## src/sv/lpb_pkg.sv

```systemverilog
package lpb_pkg;

  // Controller states, one-hot
  typedef enum logic [5:0] {
    ST_IDLE   = 6'b000001,
    ST_CHECK  = 6'b000010,
    ST_TEST   = 6'b000100,
    ST_DIV    = 6'b001000,
    ST_REM    = 6'b010000,
    ST_FINISH = 6'b100000
  } state_e;

  // Commands from controller to datapath
  typedef struct packed {
    logic load;        // take a new bound, candidate = bound - 1
    logic next_cand;   // candidate -= 1
    logic init_div;    // divisor = 3, square = 9
    logic start_div;   // clear remainder, load dividend shifter
    logic div_step;    // one restoring-division bit
    logic next_div;    // divisor += 2, square updated
    logic set_result;  // capture result into output register
  } cmd_t;

  // Status from datapath to controller
  typedef struct packed {
    logic cand_lt4;
    logic cand_even;
    logic sq_gt_cand;
    logic div_last;
    logic rem_zero;
  } sts_t;

endpackage

```

## src/sv/lpb_datapath.sv

```systemverilog
module lpb_datapath #(
  parameter int WIDTH = 32
) (
  input  logic               clk_i,
  input  logic               rst_ni,
  input  lpb_pkg::cmd_t      cmd_i,
  output lpb_pkg::sts_t      sts_o,
  input  logic [WIDTH-1:0]   bound_value_i,
  output logic [WIDTH-1:0]   prime_found_o
);
  import lpb_pkg::*;

  localparam int DW  = (WIDTH + 1) / 2 + 1;  // divisor width
  localparam int SQW = WIDTH + 1;            // divisor square width
  localparam int CW  = $clog2(WIDTH);        // division bit counter

  logic [WIDTH-1:0] cand_q, cand_d;
  logic [DW-1:0]    div_q, div_d;
  logic [SQW-1:0]   sq_q, sq_d;
  logic [DW-1:0]    rem_q, rem_d;
  logic [WIDTH-1:0] sh_q, sh_d;
  logic [CW-1:0]    cnt_q, cnt_d;
  logic [WIDTH-1:0] res_q, res_d;
  logic [DW:0]      rem_shift;
  logic [DW:0]      rem_sub;

  // Restoring division: shift in one dividend bit, subtract if it fits
  assign rem_shift = {rem_q, sh_q[WIDTH-1]};
  assign rem_sub   = rem_shift - {1'b0, div_q};

  always_comb begin
    cand_d = cand_q;
    div_d  = div_q;
    sq_d   = sq_q;
    rem_d  = rem_q;
    sh_d   = sh_q;
    cnt_d  = cnt_q;
    res_d  = res_q;
    if (cmd_i.load) begin
      cand_d = (bound_value_i == '0) ? '0 : bound_value_i - WIDTH'(1);
    end
    if (cmd_i.next_cand) begin
      cand_d = cand_q - WIDTH'(1);
    end
    if (cmd_i.init_div) begin
      div_d = DW'(3);
      sq_d  = SQW'(9);
    end
    if (cmd_i.next_div) begin
      // (d+2)^2 = d^2 + 4d + 4
      div_d = div_q + DW'(2);
      sq_d  = sq_q + SQW'({div_q, 2'b00}) + SQW'(4);
    end
    if (cmd_i.start_div) begin
      rem_d = '0;
      sh_d  = cand_q;
      cnt_d = '0;
    end
    if (cmd_i.div_step) begin
      rem_d = (rem_shift >= {1'b0, div_q}) ? rem_sub[DW-1:0] : rem_shift[DW-1:0];
      sh_d  = {sh_q[WIDTH-2:0], 1'b0};
      cnt_d = cnt_q + CW'(1);
    end
    if (cmd_i.set_result) begin
      res_d = (cand_q < WIDTH'(2)) ? '0 : cand_q;
    end
  end

  // Payload registers, no reset needed
  always_ff @(posedge clk_i) begin
    cand_q <= cand_d;
    div_q  <= div_d;
    sq_q   <= sq_d;
    rem_q  <= rem_d;
    sh_q   <= sh_d;
    cnt_q  <= cnt_d;
    res_q  <= res_d;
  end

  // Status toward the controller
  assign sts_o.cand_lt4   = cand_q < WIDTH'(4);
  assign sts_o.cand_even  = ~cand_q[0];
  assign sts_o.sq_gt_cand = sq_q > {1'b0, cand_q};
  assign sts_o.div_last   = cnt_q == CW'(WIDTH - 1);
  assign sts_o.rem_zero   = rem_q == '0;

  assign prime_found_o = res_q;

`ifndef SYNTH
  // Remainder stays below divisor throughout the division
  a_rem_below_div: assert property (@(posedge clk_i) disable iff (!rst_ni)
    cmd_i.div_step |-> rem_q < div_q)
    else $error("remainder not below divisor");

  // Only odd divisors are tried
  a_div_odd: assert property (@(posedge clk_i) disable iff (!rst_ni)
    cmd_i.start_div |-> div_q[0])
    else $error("even trial divisor");

  // Captured result is zero or at least two
  a_res_range: assert property (@(posedge clk_i) disable iff (!rst_ni)
    cmd_i.set_result |=> (res_q == '0) || (res_q >= WIDTH'(2)))
    else $error("result is one");
`endif

endmodule

```

## src/sv/lpb_ctrl.sv

```systemverilog
module lpb_ctrl (
  input  logic          clk_i,
  input  logic          rst_ni,
  input  logic          in_valid_i,
  output logic          in_ready_o,
  output logic          out_valid_o,
  input  logic          out_ready_i,
  output lpb_pkg::cmd_t cmd_o,
  input  lpb_pkg::sts_t sts_i
);
  import lpb_pkg::*;

  state_e state_q, state_d;
  logic   out_valid_q, out_valid_d;

  // Sequencer: candidate loop around the divisor loop
  always_comb begin
    state_d     = state_q;
    cmd_o       = '0;
    out_valid_d = out_valid_q;
    in_ready_o  = 1'b0;
    if (out_valid_q && out_ready_i) begin
      out_valid_d = 1'b0;
    end
    case (state_q)
      ST_IDLE: begin
        in_ready_o = 1'b1;
        if (in_valid_i) begin
          cmd_o.load = 1'b1;
          state_d    = ST_CHECK;
        end
      end
      ST_CHECK: begin
        if (sts_i.cand_lt4) begin
          state_d = ST_FINISH;
        end else if (sts_i.cand_even) begin
          cmd_o.next_cand = 1'b1;
        end else begin
          cmd_o.init_div = 1'b1;
          state_d        = ST_TEST;
        end
      end
      ST_TEST: begin
        if (sts_i.sq_gt_cand) begin
          state_d = ST_FINISH;
        end else begin
          cmd_o.start_div = 1'b1;
          state_d         = ST_DIV;
        end
      end
      ST_DIV: begin
        cmd_o.div_step = 1'b1;
        if (sts_i.div_last) begin
          state_d = ST_REM;
        end
      end
      ST_REM: begin
        if (sts_i.rem_zero) begin
          cmd_o.next_cand = 1'b1;
          state_d         = ST_CHECK;
        end else begin
          cmd_o.next_div = 1'b1;
          state_d        = ST_TEST;
        end
      end
      ST_FINISH: begin
        // wait until the output register is free
        if (!out_valid_q || out_ready_i) begin
          cmd_o.set_result = 1'b1;
          out_valid_d      = 1'b1;
          state_d          = ST_IDLE;
        end
      end
      default: begin
        state_d = ST_IDLE;
      end
    endcase
  end

  always_ff @(posedge clk_i or negedge rst_ni) begin
    if (!rst_ni) begin
      state_q     <= ST_IDLE;
      out_valid_q <= 1'b0;
    end else begin
      state_q     <= state_d;
      out_valid_q <= out_valid_d;
    end
  end

  assign out_valid_o = out_valid_q;

`ifndef SYNTH
  // A pending result is never overwritten
  a_no_overwrite: assert property (@(posedge clk_i) disable iff (!rst_ni)
    cmd_o.set_result |-> (!out_valid_q || out_ready_i))
    else $error("result overwritten");

  // Capturing a result always raises out_valid next cycle
  a_set_valid: assert property (@(posedge clk_i) disable iff (!rst_ni)
    cmd_o.set_result |=> out_valid_q)
    else $error("result captured without valid");

  // Each division runs its full length before the remainder is judged
  a_div_len: assert property (@(posedge clk_i) disable iff (!rst_ni)
    (state_q == ST_REM) |-> ($past(state_q) == ST_DIV) && $past(sts_i.div_last))
    else $error("division cut short");
`endif

endmodule

```

## src/sv/largest_prime_below_top.sv

```systemverilog
// Channel | Handshake               | Payload
// --------+-------------------------+------------------------
// in      | in_valid_i / in_ready_o | bound_value_i [WIDTH]
// out     | out_valid_o/out_ready_i | prime_found_o [WIDTH]
//
// One item at a time. Each trial divisor runs a test, WIDTH restoring-division
// steps in a one-bit-per-cycle divider, and a remainder check; each candidate
// adds a check of its range and parity. Total time is data dependent: it grows
// with the candidates tried and with the divisors tried for each of them.
// Reset is asynchronous, active low; it clears the controller and out_valid.
// A stalled result sits in the output register while the next bound is taken.
module largest_prime_below_top #(
  parameter int WIDTH = 32
) (
  input  logic             clk_i,
  input  logic             rst_ni,
  input  logic             in_valid_i,
  output logic             in_ready_o,
  input  logic [WIDTH-1:0] bound_value_i,
  output logic             out_valid_o,
  input  logic             out_ready_i,
  output logic [WIDTH-1:0] prime_found_o
);
  import lpb_pkg::*;

  cmd_t cmd;
  sts_t sts;

  lpb_ctrl u_ctrl (
    .clk_i       (clk_i),
    .rst_ni      (rst_ni),
    .in_valid_i  (in_valid_i),
    .in_ready_o  (in_ready_o),
    .out_valid_o (out_valid_o),
    .out_ready_i (out_ready_i),
    .cmd_o       (cmd),
    .sts_i       (sts)
  );

  lpb_datapath #(
    .WIDTH (WIDTH)
  ) u_datapath (
    .clk_i         (clk_i),
    .rst_ni        (rst_ni),
    .cmd_i         (cmd),
    .sts_o         (sts),
    .bound_value_i (bound_value_i),
    .prime_found_o (prime_found_o)
  );

endmodule
```

## config.mk

```make
export PLATFORM = sky130hd
export DESIGN_NAME = largest_prime_below_top
export DESIGN_NICKNAME = d
export VERILOG_FILES = /design/src/sv/lpb_pkg.sv /design/src/sv/lpb_datapath.sv /design/src/sv/lpb_ctrl.sv /design/src/sv/largest_prime_below_top.sv
export SDC_FILE = /design/constraint.sdc
export NUM_CORES = 1
export LEC_CHECK = 0
export BUFFER_PORTS_ARGS = -buffer_cell sky130_fd_sc_hd__buf_2
export CELL_PAD_IN_SITES_DETAIL_PLACEMENT = 1
export CELL_PAD_IN_SITES_GLOBAL_PLACEMENT = 1
export CORE_UTILIZATION = 44
export DETAILED_ROUTE_END_ITERATION = 12
export GPL_ROUTABILITY_DRIVEN = 1
export GPL_TIMING_DRIVEN = 0
export PLACE_DENSITY = 0.78
export SLEW_MARGIN = 20
export SYNTH_ARGS = -nofsm -noshare
export SYNTH_HDL_FRONTEND = slang
export SYNTH_SLANG_ARGS = --single-unit
```

## constraint.sdc

```tcl
create_clock -name clk_i -period 5.15 [get_ports clk_i]
set_clock_uncertainty 0.05 [all_clocks]
set_input_delay 0.2575 -clock clk_i [delete_from_list [all_inputs] [get_ports clk_i]]
set_output_delay 0.2575 -clock clk_i [all_outputs]
set_load 0.1 [all_outputs]
```

Yosys cells after proc, flatten, opt, wreduce, memory -nomap -nowiden
Index checks and enable logic that the tools add are counted.
Widths: inputs -> output; s select.
Storage, ports and cells
  register bits: 175
  input bits: 36
  output and inout bits: 34
  word-level logic and storage cells: 82
Cells by class
  add/sub/neg operators: 7
  $lt $le $gt $ge: 4
  equality and inequality tests: 11
  multiplexer cells: 41
  reductions and logical operators: 9
Operator list (count)
  $mux 32: 5
  $mux 17: 5
  $mux 33: 2
  $sub 32x1->32 const B: 2
  $mux 6: 6
  $pmux 6 s6: 1
  $add 33x19->33: 1
  $add 33x3->33 const B: 1
  $gt 33x32->1: 1
  $logic_not 32->1: 1
  $lt 32x2->1 const B: 1
  $lt 32x3->1 const B: 1
  $ge 18x17->1: 1
  $add 17x2->17 const B: 1
  $logic_not 17->1: 1
  $mux 1: 17
  $sub 17x17->17: 1
  $mux 5: 2
  $eq 6x1->1 const B: 1
  $eq 6x2->1 const B: 1
  $eq 6x3->1 const B: 1
  $eq 6x4->1 const B: 1
  $eq 6x5->1 const B: 1
  $eq 6x6->1 const B: 1
  other kinds (13): 16

Depth between registers and ports, before layout
  depth in word-level cells: 5
  depth in mapped cells: 12

Hierarchy
Synthesis repeated with hierarchy kept, for this count alone.
Second synthesis, totals
  cells, all modules: 1119
  area total of the unflattened synthesis: 11208.2 sq um
Modules (own cells, without submodules)
  lpb_datapath: times used 1, cells an instance 1065, area an instance 10717.8 sq um
  lpb_ctrl: times used 1, cells an instance 54, area an instance 490.5 sq um

Worst setup path before layout
Ideal clock, no wire load.
  path type: reg2reg
  from: register u_datapath.cand_q[9]
  to: register u_datapath.div_q[10] (enable)
  library setup time: 0.513 ns
  arrival: 4.390 ns
  required time: 4.587 ns
  slack: 0.197 ns
  cell stages (with the launch flop): 8
  clock period less this slack: 4.953 ns
  cells stage by stage: edfxtp_1 > clkbuf_1 > nor4_1 > and4_1 > nand3_1 > nand3b_4 > nand2_1 > o21ai_0
Between the ends
  longest elaborated chain between the ends: 4
RTL lines
  from (decl): line lpb_datapath.sv:17  | logic [WIDTH-1:0] cand_q, cand_d;
  from (signal assigned): line lpb_datapath.sv:71  | cand_q <= cand_d;
  $lt 32x3->1: line lpb_datapath.sv:81  | assign sts_o.cand_lt4 = cand_q < WIDTH'(4);
  $mux 2: line lpb_ctrl.sv:34  | if (sts_i.cand_lt4) begin
  $mux 1: line lpb_ctrl.sv:25  | case (state_q)
  $reduce_bool 2->1 (no line)
  to (signal assigned): line lpb_datapath.sv:72  | div_q <= div_d;
  to (decl): line lpb_datapath.sv:18  | logic [DW-1:0] div_q, div_d;
Every way passes these cells.
A chain may end at the register's enable or synchronous reset.

Worst setup path after layout
  from: register u_datapath.rem_q[8]
  to: register u_datapath.sq_q[4] (enable)
Between the ends
  longest elaborated chain between the ends: 4
RTL lines
  from (decl): line lpb_datapath.sv:20  | logic [DW-1:0] rem_q, rem_d;
  from (signal assigned): line lpb_datapath.sv:74  | rem_q <= rem_d;
  $logic_not 17->1: line lpb_datapath.sv:85  | assign sts_o.rem_zero = rem_q == '0;
  $mux 1: line lpb_ctrl.sv:58  | if (sts_i.rem_zero) begin
  $mux 1: line lpb_ctrl.sv:25
  $reduce_bool 2->1 (no line)
  to (signal assigned): line lpb_datapath.sv:73  | sq_q <= sq_d;
  to (decl): line lpb_datapath.sv:19  | logic [SQW-1:0] sq_q, sq_d;
Every way passes these cells.

==> results by group <==
Critical path
  – Critical path launch point type: register
  – Data arrival, critical path: 4.51 ns
  – Capturing element type of the critical path: register
  – Largest driver fanout on the critical path: 19
  – Required time at the worst-slack endpoint: 5.30 ns
  – Critical path's slowest cell: nor4_1
  – Critical path, cell by cell: nor4_1, nand4_1, nor4_1, nand2b_1, clkbuf_1, clkbuf_1, o21ai_4, buf_16, buf_16
  – Count of buffer and inverter cells on the critical path: 4
  – Slowest stage delay, CP: 0.80 ns
  – Critical path type: reg -> reg
  – Crit-path leading delay family: simple AND/OR/NAND/NOR gates

Global route
  – Global-route wire length before repair: 50500 um
  – Initial antenna violation count: 0
  – Vias in the first global route: 9264
  – Maximum number of pins on one net before global-route repair: 54
  – GRT Total Usage: 25.2%
  – Gr ovfl total: 0

Clock tree
  – Number of clock sinks: 171
  – Gates resized, CTS repair: 0
  – Buffer type at the clock tree root: clkbuf_16
  – Deepest level of the CTS H-tree: 4
  – Number of buffers created by CTS: 17
  – Clock tree from TritonCTS: yes
  – Clock-pin slew on the worst setup and hold paths: 0.08 ns
  – Source-to-sink clock delay at the later pin of the worst-skew pair: between 0.4 and 0.5 ns
  – Count of hold-fix buffers inserted at cts: 2
  – Maximum clock insertion buffer count: 2
  – Post CTS Setup Buffer Count: 0

Synthesis
  – Combinational family with the most area after synthesis: simple AND/OR/NAND/NOR gates
  – Proportion of register bits with asynchronous set or reset after synthesis: approximately 4.1%
  – Total nets after synthesis: approximately 1.2k
  – Distinct cell type count after synthesis: 81
  – Flops & latches, synth: ~170
  – Post-synthesis cell count: ~1.1k
  – Average cell area after synthesis: 10.2 sq um
  – Mux cell area share after synthesis: 1.58%
  – Commonest register cell after synthesis: edfxtp_1
  – Compound-gate portion of the synthesized area: roughly 14%
  – XOR/XNOR share of the synthesized area: 7.08%
  – Post-synthesis share of cell area spent on and, or, nand and nor gates: between 15 and 20%
  – Sequential fraction of the synthesis area: 45.2%
  – Synthesis warning total: 0
  – Number of enable flip-flop cells after synthesis: 163
  – Combined area of all synthesized cells: 0.0113 sq mm
  – Post-synthesis share of cell area spent on full adders, half adders and majority gates: about a tenth

Drt
  – Drc violations: 0
  – Initial DRC Count: 645
  – Per-cell routed wire length: between 20 and 25 um
  – Total via count in the routed design: between 8k and 9k
  – Vias per cell: between 5 and 6
  – Total wirelength of the detailed-routed design: 32500 um
  – Number of iterations in the first detailed-routing pass: 5
  – Detail Route Antenna Nets: 0

Floorplanning
  – Die area: 0.0262 sq mm
  – Effective utilization at floorplan: 44.8%
  – Vert. Die Dim: 162 um
  – Core Area: between 0.02 and 0.03 sq mm
  – Count of standard-cell rows: 58
  – Die width: ~160 um
  – Number of top-level pins: 70

Final layout
  – Most used cells in the layout excluding fill and tap cells: 163 x edfxtp_1, 103 x nor2_1, 85 x ha_1
  – Final standard cell utilization of the core: between 50 and 60%
  – Layout cells sized above 1: between 10% and 20%
  – Number of fillers in the final layout: 2827
  – Multi-input gate area: 0.00562 sq mm
  – Register area: 0.00509 sq mm
  – Antenna Diode Count: 0
  – Net count reported at finish: about 1.3k
  – Most common cell after layout, fill and taps aside: edfxtp_1
  – Post-synthesis to final-layout area growth: 13.6%

Placed design
  – RD Place Congestion: 0.852
  – Placement Setup Slack: about 0.76 ns
  – HPWL after DPL: about 25000 um
  – Number of I/O port buffers: 69

Power and ir drop
  – Leakage power: 4.92 nW
  – Power per unit of standard cell area: 363 mW/mm^2
  – Peak supply drop: ~0.26 mV
  – Clock power frac: 29.4%
  – Total internal power: around 2.9 mW
  – Switching component of the power: 1.74 mW
  – Register share of total power: 42.6%
  – Combinational fraction of design power: between 20 and 30%
  – Switching power as a share of total power: 37.5%

Hold path
  – Path type of the worst min-delay path: in -> reg

Timing
  – Final Hold Viols: 0
  – Worst slew margin: a little under a third
  – Final hold slack: slightly above 0.08 ns
  – Unrepaired setup endpoints after global routing: false
  – Clock period minus final worst setup slack: 4.36 ns
  – Final setup fails: 0
  – Tightest Pin Transition: 1.02 ns
  – Maximum clock frequency: 229 MHz
  – Min setup slack post-route: between 0.7 and 0.8 ns
  – Share of the clock period used by the worst path: 84.7%
  – Max-slew violation count: 0

Status
  – Run status: finished clean

Run
  – Max-capacitance violation count: 0
[path summary, 6_finish.rpt]
| kind | slack [ns] | start | cells after the start | endpoint |
|---|---|---|---|---|
| max | 0.79 | u_datapath.rem_q[8] | 9 | u_datapath.sq_q[4] |
| min | 0.08 | out_ready_i | 2 | u_ctrl.out_valid_o |
| max reg2reg | 0.79 | u_datapath.rem_q[8] | 9 | u_datapath.sq_q[4] |
| min reg2reg | 0.42 | u_datapath.sh_q[0] | 2 | u_datapath.sh_q[0] |
| max in group asynchronous | 4.68 | rst_ni | 2 | u_ctrl.state_q[0] |
| min in group asynchronous | 0.13 | rst_ni | 2 | u_ctrl.out_valid_o |
[sequential cells by signal, summed over array words and instances (netlist names), 5 cells and up]
| signal | cells |
|---|---|
| u_ctrl.state_q | 6 |
| u_datapath.cand_q | 32 |
| u_datapath.cnt_q | 5 |
| u_datapath.div_q | 16 |
| u_datapath.prime_found_o | 32 |
| u_datapath.rem_q | 17 |
| u_datapath.sh_q | 32 |
| u_datapath.sq_q | 30 |
[layout make-up]
cell class	instances	area share, %
multi-input combinational	800	44.0
sequential	171	39.8
timing repair buffer	74	3.50
clock buffer	17	3.33
tap	330	3.23
buffer	67	2.49
inverter	68	2.00
clock inverter	15	1.62
[cells in the mapped netlist, types with 18 or more instances]
library cell	instances	area share, %
edfxtp_1	163	43
nor2_1	103	3.4
ha_1	85	9.4
inv_1	68	2.3
xnor2_1	67	5.2
nand2_1	62	2.1
clkbuf_1	50	1.7
nand3_1	50	2.2
a21oi_1	41	1.8
nor3_1	39	1.7
o21ai_0	33	1.5
o21ai_1	32	1.4
a22o_1	31	2.4
xor2_1	24	1.9
nor4_1	18	1.0
[through the flow]
step / power [mW] / instance area (sq um) / TNS (ns) / instances
after floorplan: 2.82 / 11300 / 0 / 1106
final: 4.64 / 12800 / 0 / 1542
after detailed placement: 3.27 / 12100 / 0 / 1508
after CTS: 4.64 / 12800 / 0 / 1542
after global placement: 3.19 / 12000 / -93.09 / 1505
after global routing: 4.83 / 12800 / 0 / 1542
[power by group through the flow]
stage                     sequential [mW]  combinational (mW)  clock [mW]
after global placement               2.01                1.18           0
after CTS                            1.97                1.29        1.38
after detailed placement             2.00                1.27           0
final                                1.98                1.30        1.36
after global routing                 1.99                1.43        1.42
after floorplan                      1.92               0.899           0
[routing by layer]
layer / track usage [%] / share of wire [%]
met5: 0 / 0
met4: 9.61 / 2.9
met3: 3.63 / 4.9
met2: 42.0 / 48
met1: 33.1 / 44
[cells by family (layout without fill, tap and decap cells)]
logic type	count (synthesis)	after routing
buf+inv	135	241
simple gates	374	374
fa+ha+maj	87	87
flops	171	171
compound gates	231	231
mux	17	17
xor+xnor	91	91
[worst reg2reg max path, cell delays in order, from the launching register on]
cell and delay (ns):
edfxtp_1 0.46, nor4_1 0.47, nand4_1 0.19, nor4_1 0.80
nand2b_1 0.39, clkbuf_1 0.51, clkbuf_1 0.55, o21ai_4 0.28
buf_16 0.25, buf_16 0.17
No activity file was read; power rests on OpenSTA's default activity.
